## src/design/kmrb_pkg.sv

```systemverilog
package kmrb_pkg;

    localparam int TABLE_ENTRIES  = 128;
    localparam int MATRIX_COLUMNS = 8;
    localparam int KEY_CODES      = 256;

    localparam int CMD_W   = 2;
    localparam int CODE_W  = 8;
    localparam int INDEX_W = 7;
    localparam int COL_W   = 3;
    localparam int ROWS_W  = 8;

    // table address and walk counter widths
    localparam int IDX_W = (TABLE_ENTRIES > 1) ? $clog2(TABLE_ENTRIES) : 1;
    localparam int CNT_W = $clog2(TABLE_ENTRIES + 1);

    localparam logic [CMD_W-1:0] CMD_KEY_EVENT   = 2'd0;
    localparam logic [CMD_W-1:0] CMD_WRITE_ENTRY = 2'd1;
    localparam logic [CMD_W-1:0] CMD_BUILD       = 2'd2;

    typedef struct packed {
        logic [CODE_W-1:0] code_a;
        logic [CODE_W-1:0] code_b;
        logic [COL_W-1:0]  col_a;
        logic [ROWS_W-1:0] rows_a;
        logic [COL_W-1:0]  col_b;
        logic [ROWS_W-1:0] rows_b;
    } entry_t;

    typedef struct packed {
        logic [CMD_W-1:0]   command;
        logic [CODE_W-1:0]  scan_code;
        logic               key_pressed;
        logic [INDEX_W-1:0] entry_index;
        entry_t             entry;
    } in_item_t;

    typedef struct packed {
        logic key_wr;
        logic tbl_wr;
        logic start;
        logic walk_en;
        logic emit_load;
    } ctrl_cmd_t;

    typedef struct packed {
        logic walk_done;
        logic emit_last;
        logic out_free;
    } ctrl_status_t;

endpackage

```

## src/design/kmrb_ctrl.sv

```systemverilog
module kmrb_ctrl (
    input  logic                          clk,
    input  logic                          rst_n,
    input  logic                          in_valid,
    input  logic [kmrb_pkg::CMD_W-1:0]    in_command,
    output logic                          in_ready,
    input  kmrb_pkg::ctrl_status_t        status,
    output kmrb_pkg::ctrl_cmd_t           cmd
);
    import kmrb_pkg::*;

    localparam logic [1:0] ST_IDLE = 2'd0;
    localparam logic [1:0] ST_WALK = 2'd1;
    localparam logic [1:0] ST_EMIT = 2'd2;

    logic [1:0] state_reg;
    logic [1:0] state_next;

    always_comb
    begin
        state_next = state_reg;
        in_ready   = 1'b0;
        cmd        = '0;
        case (state_reg)
            ST_IDLE:
            begin
                in_ready = 1'b1;
                if (in_valid)
                begin
                    case (in_command)
                        CMD_KEY_EVENT:   cmd.key_wr = 1'b1;
                        CMD_WRITE_ENTRY: cmd.tbl_wr = 1'b1;
                        CMD_BUILD:
                        begin
                            cmd.start  = 1'b1;
                            state_next = ST_WALK;
                        end
                        default: ;
                    endcase
                end
            end
            ST_WALK:
            begin
                cmd.walk_en = 1'b1;
                if (status.walk_done)
                    state_next = ST_EMIT;
            end
            ST_EMIT:
            begin
                cmd.emit_load = status.out_free;
                if (status.out_free && status.emit_last)
                    state_next = ST_IDLE;
            end
            default: state_next = ST_IDLE;
        endcase
    end

    always_ff @(posedge clk or negedge rst_n)
    begin
        if (!rst_n)
            state_reg <= ST_IDLE;
        else
            state_reg <= state_next;
    end

endmodule

```

## config.mk

```make
export PLATFORM = sky130hd
export DESIGN_NAME = kmrb_ctrl
export DESIGN_NICKNAME = d
export VERILOG_FILES = /design/src/design/kmrb_pkg.sv /design/src/design/kmrb_ctrl.sv
export SDC_FILE = /design/constraint.sdc
export NUM_CORES = 1
export LEC_CHECK = 0
export BUFFER_PORTS_ARGS = -buffer_cell sky130_fd_sc_hd__buf_4
export CELL_PAD_IN_SITES_DETAIL_PLACEMENT = 1
export CELL_PAD_IN_SITES_GLOBAL_PLACEMENT = 2
export CORE_AREA = 2 2 39 41
export DETAILED_ROUTE_END_ITERATION = 10
export DIE_AREA = 0 0 41 43
export GPL_ROUTABILITY_DRIVEN = 0
export GPL_TIMING_DRIVEN = 1
export PLACE_DENSITY = 0.56
export SLEW_MARGIN = 30
export SYNTH_ARGS = -nofsm -noshare
export SYNTH_HDL_FRONTEND = slang
export SYNTH_SLANG_ARGS = --single-unit
```

## constraint.sdc

```tcl
create_clock -name clk -period 2.6 [get_ports clk]
set_input_delay 0.52 -clock clk [delete_from_list [all_inputs] [get_ports clk]]
set_output_delay 0.52 -clock clk [all_outputs]
set_load 0.01 [all_outputs]
```

==> results.cfg <==
[run_status]
status = finished clean

[global_route]
grt_antenna_before_repair = 0
grt_pass1_vias = 186
grt_pass1_wl_microns = 738
grt_usage_pct = 5.906
grt_start_max_net_pins = 7
grt-ovfl-total = 0

[pwr]
seqPwrFrac_pct = 26.5
pwr-share-clk_pct = 41.6
p_int_uw = 119.5
comb_power_share_pct = 32.0
p_sw_share_pct = 29.71
p_per_area_mw_per_mm2 = 611.9
p_sw_uw = 50.49
ir_worst_vdd_mv = 0.1400
p_leak_nw = 0.1415

[cts]
cts_hold_buffers = 0
cts_buffer_depth = 2
clk_latency_ns = 0.23
clk_pin_slew_worst_paths_ns = 0.03
ctsResizeCount = 0
cts_root_buffer = clkbuf_4
htreeDepth = 1
post_cts_buffers = 0
cts_tree = done
cts_sinks = 2
cts_inserted_buffers = 3

[setup_path]
crit-reg2reg-capture = state_reg[1]$_DFFE_PN0P_
cp_cell_sequence = nor2_1 > and4bb_2 > buf_4
cp_top_family = simple AND/OR/NAND/NOR gates
slowest_stage = dfrtp_1
critPathKind = flop to output port
worstRegToRegCells = 2
worst-path-buf-inv = 1
r2r-start = state_reg[0]$_DFFE_PN0P_
arrival_ns = 1.20
cp-start-kind = flop
worstPathMaxFanout = 6
crit_path_max_incr_delay_ns = 0.42
cp.depth = 3
required_ns = 2.08
crit_path_end_kind = output port
r2r_slack_ns = 1.64

[floorplanning]
core_area_sq_mm = 0.001384
num_io_pins = 14
dieHeight_microns = 43
num_rows = 14
dieArea_sq_mm = 0.001763
die_w_microns = 41
initial_core_util_pct = 10.49

[final_layout]
largest_register_ffs = 2
nNetsFinal = 40
num_antenna_cells = 0
drive_gt1_share_pct = 56.67
utilization_pct = 20.07
syn_to_final_growth_pct = 91.38

[logic_synthesis]
synth-seq-cells = 2
postSynthCellCount = 15
synth_cell_types = 14
syn_area_sq_um = 145.1
synth_warnings = 0
synth_area_per_cell_sq_um = 9.676
syn_nets = 23
seq_area_frac_synth_pct = 34.48

[route]
via_per_inst = 3.891
first_iter_violations = 2
wire_per_inst_microns = 10.57
drc = 0
wirelength_microns = 486
num_vias = 179
ant_nets = 0
drt-pass1-iter-count = 2

[timing]
fin_setup_tns_ns = 0
rsz0062_at_grt = false
worst-slew-pin-transition_ns = 0.1807
fin_worst_skew_ns = 0.007503
worst_slack_ns = 0.8764
finalCritPeriodShare_pct = 66.29
fmax_ghz = 0.5802
finalHoldViolCount = 0
fin_crit_ns = 1.724
slew_headroom_pct = 87.85
final-setup-viol-count = 0
final_max_slew_viol_count = 0

[placement]
port-buffer-count = 13
pre_cts_ws_ns = 0.9521

[flow_run]
max-cap-violations = 0

[worst_hold_path]
hold_path_class = input pin to asynchronous set/reset pin
[cell type report]
class                      count  area [sq um]
sequential                     2         50.05
fill                         177          1106
timing repair buffer          13         97.59
tap                           16         20.02
multi-input combinational     12         87.58
clock buffer                   3         22.52
[metal layers]
| layer | wire [microns] | share of wire (%) | GRT usage [%] |
|---|---|---|---|
| met1 | 226 | 47 | 7.962 |
| met2 | 188 | 39 | 8.438 |
| met3 | 72 | 15 | 2.094 |
| met4 | 0 | 0 | 2.000 |
| met5 | 0 | 0 | 0 |
[per-stage QoR]
stage	std cells	instance area (sq um)	power [mW]	hold WS (ns)
floorplan	15	145.1	0.07039	0.2244
global placement	43	255.2	0.09797	0.3025
detailed placement	43	255.2	0.09995	0.3050
CTS	46	277.8	0.1745	0.05881
global route	46	277.8	0.1824	0.06406
finish	46	277.8	0.1700	0.06552
[power by group through the flow]
stage | Combinational (mW) | Clock [mW] | Sequential, mW
6_report | 0.0543 | 0.0707 | 0.0450
5_1_grt | 0.0612 | 0.0751 | 0.0461
4_1_cts | 0.0555 | 0.0740 | 0.0449
3_5_place_dp | 0.0551 | 0 | 0.0448
3_3_place_gp | 0.0532 | 0 | 0.0448
2_1_floorplan | 0.0277 | 0 | 0.0427
[worst max path at each step]
stage / startpoint / slack, ns / end
after global placement: in_command[0] / 0.96 / cmd[2]
after detailed placement: in_command[0] / 0.95 / cmd[2]
after floorplan: in_command[0] / 1.14 / cmd[2]
after global routing: state_reg[0]$_DFFE_PN0P_ / 0.79 / cmd[4]
after CTS: state_reg[0]$_DFFE_PN0P_ / 0.85 / cmd[4]
final: state_reg[0]$_DFFE_PN0P_ / 0.88 / cmd[4]
[Yosys cell counts]
cell type  number  area [sq um]
dfrtp_1         2         50.05
a22o_1          1         8.760
and2_1          1         6.260
and2b_1         1         7.510
and4b_1         1         10.01
and4bb_2        1         12.51
buf_4           1         7.510
nand2_1         1         3.750
nand3b_1        1         7.510
nor2_1          1         3.750
nor2b_1         1         6.260
nor3_1          1         5.000
o31ai_1         1         7.510
or3b_1          1         8.760
[placed cells by master (no fill, tap or decap)]
master,n
a22o_1,1
and2_1,1
and2b_1,1
and4b_1,1
and4bb_2,1
buf_4,13
clkbuf_4,3
dfrtp_1,2
nand2_1,1
nand3b_1,1
nor2_1,1
nor2b_1,1
nor3_1,1
o31ai_1,1
or3b_1,1
[worst register-to-register path, delay by kind of cell (launching register included)]
family,cells,cell delay (ns)
DFF,1,0.42
AOI/OAI and AO/OA,1,0.24
and+or+nand+nor,1,0.17
[cells by family after synthesis]
logic type	Yosys count	synth area share (%)
simple gates	10	49.14
flops	2	34.48
compound gates	2	11.21
buf+inv	1	5.174
Power figures use the tool's default switching activity.
